## src/hw/rtl/ues_pkg.sv

```systemverilog
// Shared types and constants of the ultrasonic echo scanner.
// Used by every module of the block and by its checker.
package ues_pkg;

   localparam int NUM_SENSORS  = 4;
   localparam int SENSOR_LIMIT = (NUM_SENSORS > 4) ? 4 : NUM_SENSORS;
   localparam int VALID_LIMIT  = 150;

   localparam int REQ_WIDTH  = 8;
   localparam int RSP_WIDTH  = 16;
   localparam int CSR_AWIDTH = 3;
   localparam int CSR_DWIDTH = 32;

   localparam logic [16:0] TOTAL_MAX = 17'h1FFFF;

   localparam logic [1:0] OP_SEARCH = 2'd1;
   localparam logic [1:0] OP_READ   = 2'd2;

   localparam logic [CSR_AWIDTH-1:0] CSR_STABILITY  = 3'd0;
   localparam logic [CSR_AWIDTH-1:0] CSR_WIN_LOW    = 3'd1;
   localparam logic [CSR_AWIDTH-1:0] CSR_WIN_HIGH   = 3'd2;
   localparam logic [CSR_AWIDTH-1:0] CSR_PULSE_TO   = 3'd3;
   localparam logic [CSR_AWIDTH-1:0] CSR_TRIG_WIDTH = 3'd4;
   localparam logic [CSR_AWIDTH-1:0] CSR_GAP        = 3'd5;
   localparam logic [CSR_AWIDTH-1:0] CSR_SEARCH_TO  = 3'd6;

   typedef enum logic [2:0] {
      PH_IDLE = 3'd0,
      PH_TRIG = 3'd1,
      PH_RISE = 3'd2,
      PH_FALL = 3'd3,
      PH_GAP  = 3'd4
   } phase_type;

   typedef struct packed {
      logic [15:0] min_reads;
      logic [7:0]  window_low;
      logic [7:0]  window_high;
      logic [15:0] pulse_timeout;
      logic [7:0]  trigger_width;
      logic [19:0] gap_ticks;
      logic [31:0] search_timeout;
   } cfg_type;

   typedef struct packed {
      logic [1:0] op;
      logic [3:0] echo_levels;
      logic [1:0] sensor_select;
   } req_type;

   typedef struct packed {
      logic [3:0] trigger_lines;
      logic       done_res;
      logic       found;
      logic [1:0] sensor_found;
      logic [7:0] duration;
   } rsp_type;

endpackage

```

## src/hw/rtl/ues_csr.sv

```systemverilog
// Configuration register file of the ultrasonic echo scanner.
// Depends on ues_pkg for the register indexes and the cfg_type bundle.
module ues_csr
   import ues_pkg::*;
(
   input  logic                  clock,
   input  logic                  reset,
   input  logic                  csr_we,
   input  logic [CSR_AWIDTH-1:0] csr_addr,
   input  logic [CSR_DWIDTH-1:0] csr_wdata,
   output cfg_type               cfg
);

   cfg_type cfg_ff;
   cfg_type cfg_in;

   always_comb begin
      cfg_in = cfg_ff;
      if (csr_we) begin
         unique case (csr_addr)
            CSR_STABILITY:  cfg_in.min_reads       = csr_wdata[15:0];
            CSR_WIN_LOW:    cfg_in.window_low      = csr_wdata[7:0];
            CSR_WIN_HIGH:   cfg_in.window_high     = csr_wdata[7:0];
            CSR_PULSE_TO:   cfg_in.pulse_timeout   = csr_wdata[15:0];
            CSR_TRIG_WIDTH: cfg_in.trigger_width   = csr_wdata[7:0];
            CSR_GAP:        cfg_in.gap_ticks       = csr_wdata[19:0];
            CSR_SEARCH_TO:  cfg_in.search_timeout  = csr_wdata[31:0];
            default:        cfg_in = cfg_ff;
         endcase
      end
   end

   always_ff @(posedge clock) begin
      if (reset) begin
         cfg_ff.min_reads       <= 16'd0;
         cfg_ff.window_low      <= 8'd10;
         cfg_ff.window_high     <= 8'd80;
         cfg_ff.pulse_timeout   <= 16'd500;
         cfg_ff.trigger_width   <= 8'd10;
         cfg_ff.gap_ticks       <= 20'd1000;
         cfg_ff.search_timeout  <= 32'd10100000;
      end else begin
         cfg_ff <= cfg_in;
      end
   end

   assign cfg = cfg_ff;

endmodule

```

## src/hw/rtl/ues_engine.sv

```systemverilog
// Read and search sequencer: holds the scan state and computes one tick per step.
// Depends on ues_pkg for phase_type, cfg_type, req_type and rsp_type.
module ues_engine
   import ues_pkg::*;
(
   input  logic    clock,
   input  logic    reset,
   input  logic    step_en,
   input  cfg_type cfg,
   input  req_type req,
   output rsp_type rsp
);

   phase_type   phase_ff, phase_in;
   logic        mode_ff, mode_in;
   logic [1:0]  sensor_ff, sensor_in;
   logic [15:0] count_ff, count_in;
   logic [15:0] rise_ff, rise_in;
   logic [16:0] total_ff, total_in;
   logic [19:0] gap_ff, gap_in;
   logic [31:0] elapsed_ff, elapsed_in;
   logic        timeout_ff, timeout_in;

   logic        level;
   logic        wrap;
   logic [15:0] count_adv;
   logic        do_begin;
   logic        do_finish;
   logic        do_after;
   logic [7:0]  raw;
   logic [7:0]  dur_ok;

   logic [3:0]  res_trig;
   logic        res_done;
   logic        res_found;
   logic [1:0]  res_sensor;
   logic [7:0]  res_dur;

   // The read counter runs up to pulse_timeout and then wraps to zero.
   assign wrap      = (count_ff >= cfg.pulse_timeout);
   assign count_adv = wrap ? 16'd0 : count_ff + 16'd1;
   assign level     = req.echo_levels[sensor_ff];

   // Next-state logic.
   always_comb begin
      phase_in   = phase_ff;
      mode_in    = mode_ff;
      sensor_in  = sensor_ff;
      count_in   = count_ff;
      rise_in    = rise_ff;
      total_in   = total_ff;
      gap_in     = gap_ff;
      elapsed_in = elapsed_ff;
      timeout_in = timeout_ff;
      res_trig   = 4'd0;
      res_done   = 1'b0;
      res_found  = 1'b0;
      res_sensor = 2'd0;
      res_dur    = 8'd0;
      do_begin   = 1'b0;
      do_finish  = 1'b0;
      do_after   = 1'b0;
      raw        = 8'd0;
      dur_ok     = 8'd0;

      if (phase_ff == PH_IDLE) begin
         if (req.op == OP_SEARCH) begin
            mode_in    = 1'b1;
            sensor_in  = 2'd0;
            total_in   = 17'd0;
            elapsed_in = 32'd1;
            do_begin   = 1'b1;
         end else if (req.op == OP_READ) begin
            mode_in   = 1'b0;
            sensor_in = req.sensor_select;
            if ({1'b0, req.sensor_select} >= 3'(SENSOR_LIMIT)) begin
               res_done = 1'b1;
            end else begin
               do_begin = 1'b1;
            end
         end
      end else begin
         if (mode_ff && (elapsed_ff != 32'hFFFF_FFFF)) begin
            elapsed_in = elapsed_ff + 32'd1;
         end
         unique case (phase_ff)
            PH_TRIG: begin
               res_trig   = 4'b0001 << sensor_ff;
               count_in   = count_adv;
               timeout_in = timeout_ff | wrap;
               gap_in     = gap_ff + 20'd1;
               if (gap_in >= {12'd0, cfg.trigger_width}) begin
                  phase_in = PH_RISE;
               end
            end
            PH_RISE: begin
               if (timeout_ff) begin
                  do_finish = 1'b1;
               end else begin
                  if (level) begin
                     rise_in  = count_ff;
                     phase_in = PH_FALL;
                  end
                  count_in   = count_adv;
                  timeout_in = timeout_ff | wrap;
               end
            end
            PH_FALL: begin
               if (!level) begin
                  do_finish = 1'b1;
                  raw       = count_ff[7:0] - rise_ff[7:0] - cfg.trigger_width;
               end else begin
                  count_in   = count_adv;
                  timeout_in = timeout_ff | wrap;
               end
            end
            PH_GAP: begin
               gap_in = gap_ff + 20'd1;
               if (gap_in >= cfg.gap_ticks) begin
                  do_after = 1'b1;
               end
            end
            default: phase_in = PH_IDLE;
         endcase
      end

      if (do_finish) begin
         dur_ok = ((raw != 8'd0) && (raw < 8'(VALID_LIMIT))) ? raw : 8'd0;
         if (!mode_ff) begin
            phase_in = PH_IDLE;
            res_done = 1'b1;
            res_dur  = dur_ok;
         end else if ((dur_ok > cfg.window_low) && (dur_ok < cfg.window_high)
                      && (total_ff > {1'b0, cfg.min_reads})) begin
            phase_in   = PH_IDLE;
            res_done   = 1'b1;
            res_found  = 1'b1;
            res_sensor = sensor_ff;
            res_dur    = dur_ok;
         end else if (cfg.gap_ticks == 20'd0) begin
            do_after = 1'b1;
         end else begin
            phase_in = PH_GAP;
            gap_in   = 20'd0;
         end
      end

      if (do_after) begin
         if (({1'b0, sensor_ff} + 3'd1) >= 3'(SENSOR_LIMIT)) begin
            if (elapsed_in >= cfg.search_timeout) begin
               phase_in = PH_IDLE;
               res_done = 1'b1;
            end else begin
               sensor_in = 2'd0;
               do_begin  = 1'b1;
            end
         end else begin
            sensor_in = sensor_ff + 2'd1;
            do_begin  = 1'b1;
         end
      end

      // A new read starts with its first trigger tick on the same word.
      if (do_begin) begin
         phase_in   = (cfg.trigger_width <= 8'd1) ? PH_RISE : PH_TRIG;
         count_in   = (cfg.pulse_timeout == 16'd0) ? 16'd0 : 16'd1;
         timeout_in = (cfg.pulse_timeout == 16'd0);
         gap_in     = 20'd1;
         if (mode_in && (total_in != TOTAL_MAX)) begin
            total_in = total_in + 17'd1;
         end
         res_trig = 4'b0001 << sensor_in;
      end
   end

   // Output logic.
   always_comb begin
      rsp.trigger_lines = res_trig;
      rsp.done_res      = res_done;
      rsp.found         = res_found;
      rsp.sensor_found  = res_sensor;
      rsp.duration      = res_dur;
   end

   always_ff @(posedge clock) begin
      if (reset) begin
         phase_ff   <= PH_IDLE;
         mode_ff    <= 1'b0;
         sensor_ff  <= 2'd0;
         count_ff   <= 16'd0;
         rise_ff    <= 16'd0;
         total_ff   <= 17'd0;
         gap_ff     <= 20'd0;
         elapsed_ff <= 32'd0;
         timeout_ff <= 1'b0;
      end else if (step_en) begin
         phase_ff   <= phase_in;
         mode_ff    <= mode_in;
         sensor_ff  <= sensor_in;
         count_ff   <= count_in;
         rise_ff    <= rise_in;
         total_ff   <= total_in;
         gap_ff     <= gap_in;
         elapsed_ff <= elapsed_in;
         timeout_ff <= timeout_in;
      end
   end

endmodule

```

## src/hw/rtl/ultrasonic_echo_scanner.sv

```systemverilog
// Channel   Direction  Width  Contents
// req_      in         8      op, echo_levels, sensor_select
// rsp_      out        16     trigger_lines, done_res, found, sensor_found, duration
// csr_      in         3+32   register index and write data, no read-back
//
// Each word passes from acceptance through the input register, where the sequencer
// computes the tick, and then through the result register.
// The sequencer steps once per word: one word taken per cycle unless the result stalls.
// A stalled result holds in the result register while the input register still fills.
// Reset is synchronous and active high; it empties both registers and restores
// the configuration defaults.
// Top level of the ultrasonic echo scanner; depends on ues_pkg, ues_csr and ues_engine.
module ultrasonic_echo_scanner
   import ues_pkg::*;
(
   input  logic                  clock,
   input  logic                  reset,
   input  logic                  req_tvalid,
   output logic                  req_tready,
   input  logic [REQ_WIDTH-1:0]  req_tdata,  // op[1:0], echo_levels[5:2], sensor_select[7:6]
   output logic                  rsp_tvalid,
   input  logic                  rsp_tready,
   output logic [RSP_WIDTH-1:0]  rsp_tdata,  // trigger_lines[3:0], done_res[4], found[5],
                                             // sensor_found[7:6], duration[15:8]
   input  logic                  csr_we,
   input  logic [CSR_AWIDTH-1:0] csr_addr,
   input  logic [CSR_DWIDTH-1:0] csr_wdata
);

   cfg_type cfg;
   req_type req_ff, req_in;
   rsp_type rsp_ff, rsp_in;
   rsp_type step_rsp;
   logic    in_valid_ff, in_valid_in;
   logic    out_valid_ff, out_valid_in;
   logic    advance;

   assign advance    = in_valid_ff && (!out_valid_ff || rsp_tready);
   assign req_tready = !in_valid_ff || advance;

   always_comb begin
      req_in = req_ff;
      if (req_tvalid && req_tready) begin
         req_in.op            = req_tdata[1:0];
         req_in.echo_levels   = req_tdata[5:2];
         req_in.sensor_select = req_tdata[7:6];
      end
      in_valid_in = (req_tvalid && req_tready) ? 1'b1 : (advance ? 1'b0 : in_valid_ff);
      rsp_in       = advance ? step_rsp : rsp_ff;
      out_valid_in = advance ? 1'b1 : (rsp_tready ? 1'b0 : out_valid_ff);
   end

   always_ff @(posedge clock) begin
      if (reset) begin
         in_valid_ff  <= 1'b0;
         out_valid_ff <= 1'b0;
      end else begin
         in_valid_ff  <= in_valid_in;
         out_valid_ff <= out_valid_in;
      end
   end

   always_ff @(posedge clock) begin
      req_ff <= req_in;
      rsp_ff <= rsp_in;
   end

   ues_csr u_csr (
      .clock     (clock),
      .reset     (reset),
      .csr_we    (csr_we),
      .csr_addr  (csr_addr),
      .csr_wdata (csr_wdata),
      .cfg       (cfg)
   );

   ues_engine u_engine (
      .clock   (clock),
      .reset   (reset),
      .step_en (advance),
      .cfg     (cfg),
      .req     (req_ff),
      .rsp     (step_rsp)
   );

   assign rsp_tvalid = out_valid_ff;
   assign rsp_tdata  = {rsp_ff.duration, rsp_ff.sensor_found, rsp_ff.found,
                        rsp_ff.done_res, rsp_ff.trigger_lines};

endmodule

```

## config.mk

```make
export PLATFORM = sky130hd
export DESIGN_NAME = ultrasonic_echo_scanner
export DESIGN_NICKNAME = d
export VERILOG_FILES = /design/src/hw/rtl/ues_pkg.sv /design/src/hw/rtl/ues_csr.sv /design/src/hw/rtl/ues_engine.sv /design/src/hw/rtl/ultrasonic_echo_scanner.sv
export SDC_FILE = /design/constraint.sdc
export NUM_CORES = 1
export LEC_CHECK = 0
export BUFFER_PORTS_ARGS = -buffer_cell sky130_fd_sc_hd__buf_2
export CORE_MARGIN = 1.5
export CORE_UTILIZATION = 57
export DETAILED_ROUTE_END_ITERATION = 10
export GPL_TIMING_DRIVEN = 0
export HOLD_SLACK_MARGIN = 0.12
export PLACE_DENSITY = 0.78
export SYNTH_ARGS = -nofsm -noshare
export SYNTH_HDL_FRONTEND = slang
export SYNTH_HIERARCHICAL = 1
export SYNTH_SLANG_ARGS = --single-unit
```

## constraint.sdc

```tcl
create_clock -name clock -period 4.9 [get_ports clock]
set_clock_uncertainty 0.05 [all_clocks]
set_input_delay 0.98 -clock clock [delete_from_list [all_inputs] [get_ports clock]]
set_output_delay 0.98 -clock clock [all_outputs]
set_load 0.01 [all_outputs]
```

==> qor.yml <==
outcome:
  status: "complete, but fails checks"
  violations: "design-rule violations, negative setup slack"
cts:
  clk_latency_ns: 0.57
  clkTransAtPathRegs_ns: 0.06
  htreeDepth: 1
  clk_path_buf_depth: 3
  cts.sinks: 234
  numCtsBuffers: 27
  root_buffer: "clkbuf_16"
  hold_buffers: 0
  tritoncts: "yes"
yosys:
  yosysTopAreaCellShare_pct: 27.6
  yosys.area_share.simple_pct: 23.6
  synth-compound-area-share_pct: 16.0
  syn-mean-instance-area_um2: 8.43
  synthDistinctLibCells: 88
  synth_fp_nets: 1992
  synth-edff-count: 24
  yosysSeqAreaShare_pct: 32.3
  yosysTopAreaCell: "dfxtp_1"
  ys_ff_latch: 234
  synth_area_leaders: "dfxtp_1, ha_1, mux2i_1, nand2b_1, edfxtp_1"
  synth_top_family_by_area: "simple AND/OR/NAND/NOR gates"
  yosys_most_used_dff: "dfxtp_1"
  yosys_warnings: 6
  synthAdderAreaFrac_pct: 11.4
  synthXorXnorAreaFrac_pct: 1.61
  synthArstFlopShare_pct: 0
  synthMuxAreaShare_pct: 8.69
  synth.cell_area_mm2: 0.0152
  synthCells: 1809
finish:
  finalNonFillerCells: 2319
  stdcell_area_mm2: 0.0186
  syn_to_final_growth_pct: 21.7
  layout.nets: 2147
  post-route-util_pct: 71.0
  nFillCells: 1933
  drive_above_1_share_pct: 19.4
global_routing:
  grt_max_degree: 19
  grt.met1_usage_pct: 41.7
  grt-ovfl-total: 0
  met2_usage_pct: 58.4
  grt_pass1_vias: 14400
  grt_usage_pct: 35.2
  grt_pass1_wl_um: 77400
  antenna_found_initial: 2
  grtUsageMet3_pct: 6.99
  top_usage_layer: "met2"
route:
  wl_per_cell_um: 22.1
  ant_nets: 0
  routed_via_density: 6.41
  dr.pass1.iters: 11
  vias: 14900
  drc: 1
  drt_iter0_markers: 1589
  routed_wl_um: 51200
floorplanning:
  floorplan.initialDensity_pct: 58.3
  die_x_um: 167
  rows: 59
  die_h_um: 167
  core_mm2: 0.0261
  dieArea_mm2: 0.0277
  ios: 66
placed_design:
  hpwl_um: 35700
  post-place-ws_ns: -1.59
  dp_cells: 2209
  numPortBuffers: 65
  placed_cell_area_mm2: 0.0161
  place_congestion: 0.966
worst_setup_path:
  critPathLaunchType: "flop"
  critPathRequiredTime_ns: 5.32
  worst_setup_path_end_kind: "flop"
  slowest_stage: "fa_1"
  cp_num_cells: 25
  worst_path_most_repeated_cell: "buf_6"
  reg2reg_depth: 25
  cp_max_fo: 5
  crit_type: "reg2reg"
  worstPathArrival_ns: 5.76
  slowest_delay_ns: 0.59
  cp_top_family: "compound AO/OA/AOI/OAI gates"
  crit_buf_inv: 6
timing:
  rsz0062_at_grt: "true"
  finalWorstSetupSlack_ns: -0.440
  tightestPinTransition_ns: 1.31
  final-hold-violation-count: 0
  max_slew_margin_pct: 12.0
  period_needed_ns: 5.34
  setup_viol: 71
  fin_crit_sh_pct: 109
  drv_slew: 0
  fmax_mhz: 187
hold_path:
  hold_depth: 2
  hold_class: "reg2reg"
power:
  p_leak_nw: 7.71
  p_total_mw: 4.68
  power_density_mw_per_mm2: 252
  irDropWorstVdd_v: 0.000282
job:
  maxCapViolations: 0
==> per-layer routing <==
layer	share of wire, %	vias up
li1	-	6796
met1	38	6978
met2	46	816
met3	8.6	270
met4	7.3	2
met5	0.020	-
==> final cells by class <==
cell class	instances	area [um2]	share of cell area (%)
Multi-Input combinational cell	1332	10300	55.5
Sequential cell	234	4950	26.7
Clock buffer	34	773	4.17
Timing Repair Buffer	130	948	5.11
Tap cell	335	419	2.26
Antenna cell	1	2.50	0.0135
Buffer	89	442	2.38
Clock inverter	14	161	0.870
Inverter	150	563	3.04
==> synthesized netlist by cell type, types with 34 or more instances <==
| cell | number |
|---|---|
| nor2_1 | 163 |
| a21oi_1 | 97 |
| dfxtp_1 | 210 |
| nor3_1 | 35 |
| mux2i_1 | 120 |
| nand3_1 | 61 |
| o21ai_0 | 66 |
| inv_1 | 150 |
| nand2b_1 | 124 |
| ha_1 | 128 |
| nand4_1 | 34 |
| nand2_1 | 111 |
| clkbuf_1 | 70 |
==> cells in the final DEF, fill, tap and decap left out, types with 24 or more instances in the layout <==
cell type / n
a21o_1: 25
a21oi_1: 79
and3_1: 28
buf_2: 74
buf_4: 48
clkbuf_1: 61
clkbuf_16: 30
dfxtp_1: 197
edfxtp_1: 24
ha_1: 119
inv_1: 146
mux2i_1: 120
nand2_1: 101
nand2b_1: 123
nand3_1: 57
nand4_1: 34
nor2_1: 153
o21ai_0: 54
==> logic make-up after synthesis <==
family                   count (synthesis)
buffers and inverters                  244
flip-flops                             234
AO/OA/AOI/OAI                          362
XOR/XNOR                                28
AND/OR/NAND/NOR                        676
multiplexers                           130
adder cells (fa/ha/maj)                135
==> stage by stage <==
stage / hold slack, ns / TNS (ns)
3_5_place_dp: 0.415 / -81.17
2_1_floorplan: 0.398 / 0
6_report: 0.429 / -21.30
5_1_grt: 0.450 / -29.16
4_1_cts: 0.428 / -11.34
3_3_place_gp: 0.406 / -73.75
==> worst register-to-register path: cells and delay by family, from the launching register on <==
family	cells	cell delay [ns]
buf+inv	6	0.72
xor+xnor	1	0.18
simple gates	5	0.63
flops	1	0.33
fa+ha+maj	3	1.06
compound gates	10	2.30
==> sequential cells by signal (all words and copies together), names as in the netlist <==
| register | flops |
|---|---|
| u_engine/rise_ff | 8 |
| in_valid_ff | 1 |
| u_engine/elapsed_ff | 32 |
| u_engine/count_ff | 16 |
| u_engine/sensor_ff | 2 |
| u_engine/timeout_ff | 1 |
| req_ff | 8 |
| rsp_tvalid | 1 |
| u_engine/mode_ff | 1 |
| u_engine/total_ff | 17 |
| u_engine/gap_ff | 20 |
| u_engine/phase_ff | 3 |
| u_csr/cfg | 108 |
| rsp_tdata | 16 |
==> path summary, 6_finish.rpt <==
| kind | end | slack [ns] | startpoint |
|---|---|---|---|
| min reg2reg | u_csr/cfg[21]$_SDFFE_PP0P_ | 0.43 | u_csr/cfg[21]$_SDFFE_PP0P_ |
| max reg2reg | u_engine/gap_ff[7]$_SDFFE_PP0P_ | -0.44 | u_engine/rise_ff[4]$_SDFFE_PP0P_ |
| max | u_engine/gap_ff[7]$_SDFFE_PP0P_ | -0.44 | u_engine/rise_ff[4]$_SDFFE_PP0P_ |
| min | u_csr/cfg[21]$_SDFFE_PP0P_ | 0.43 | u_csr/cfg[21]$_SDFFE_PP0P_ |
==> repair_timing <==
item	CTS	global route
gates resized for setup	168	80
pin swaps	74	52
buffers inserted	55	11
gates cloned	2	2
endpoints found under the hold margin	0	0
setup endpoints to repair	75	74
==> power breakdown <==
part	leakage, nW	switching, mW	internal, mW	total, mW
sequential	1.94	0.0308	1.97	2.00
combinational	5.32	0.352	0.210	0.562
clock	0.453	0.887	1.23	2.12
total	7.71	1.27	3.41	4.68
Power figures use the tool's default switching activity.
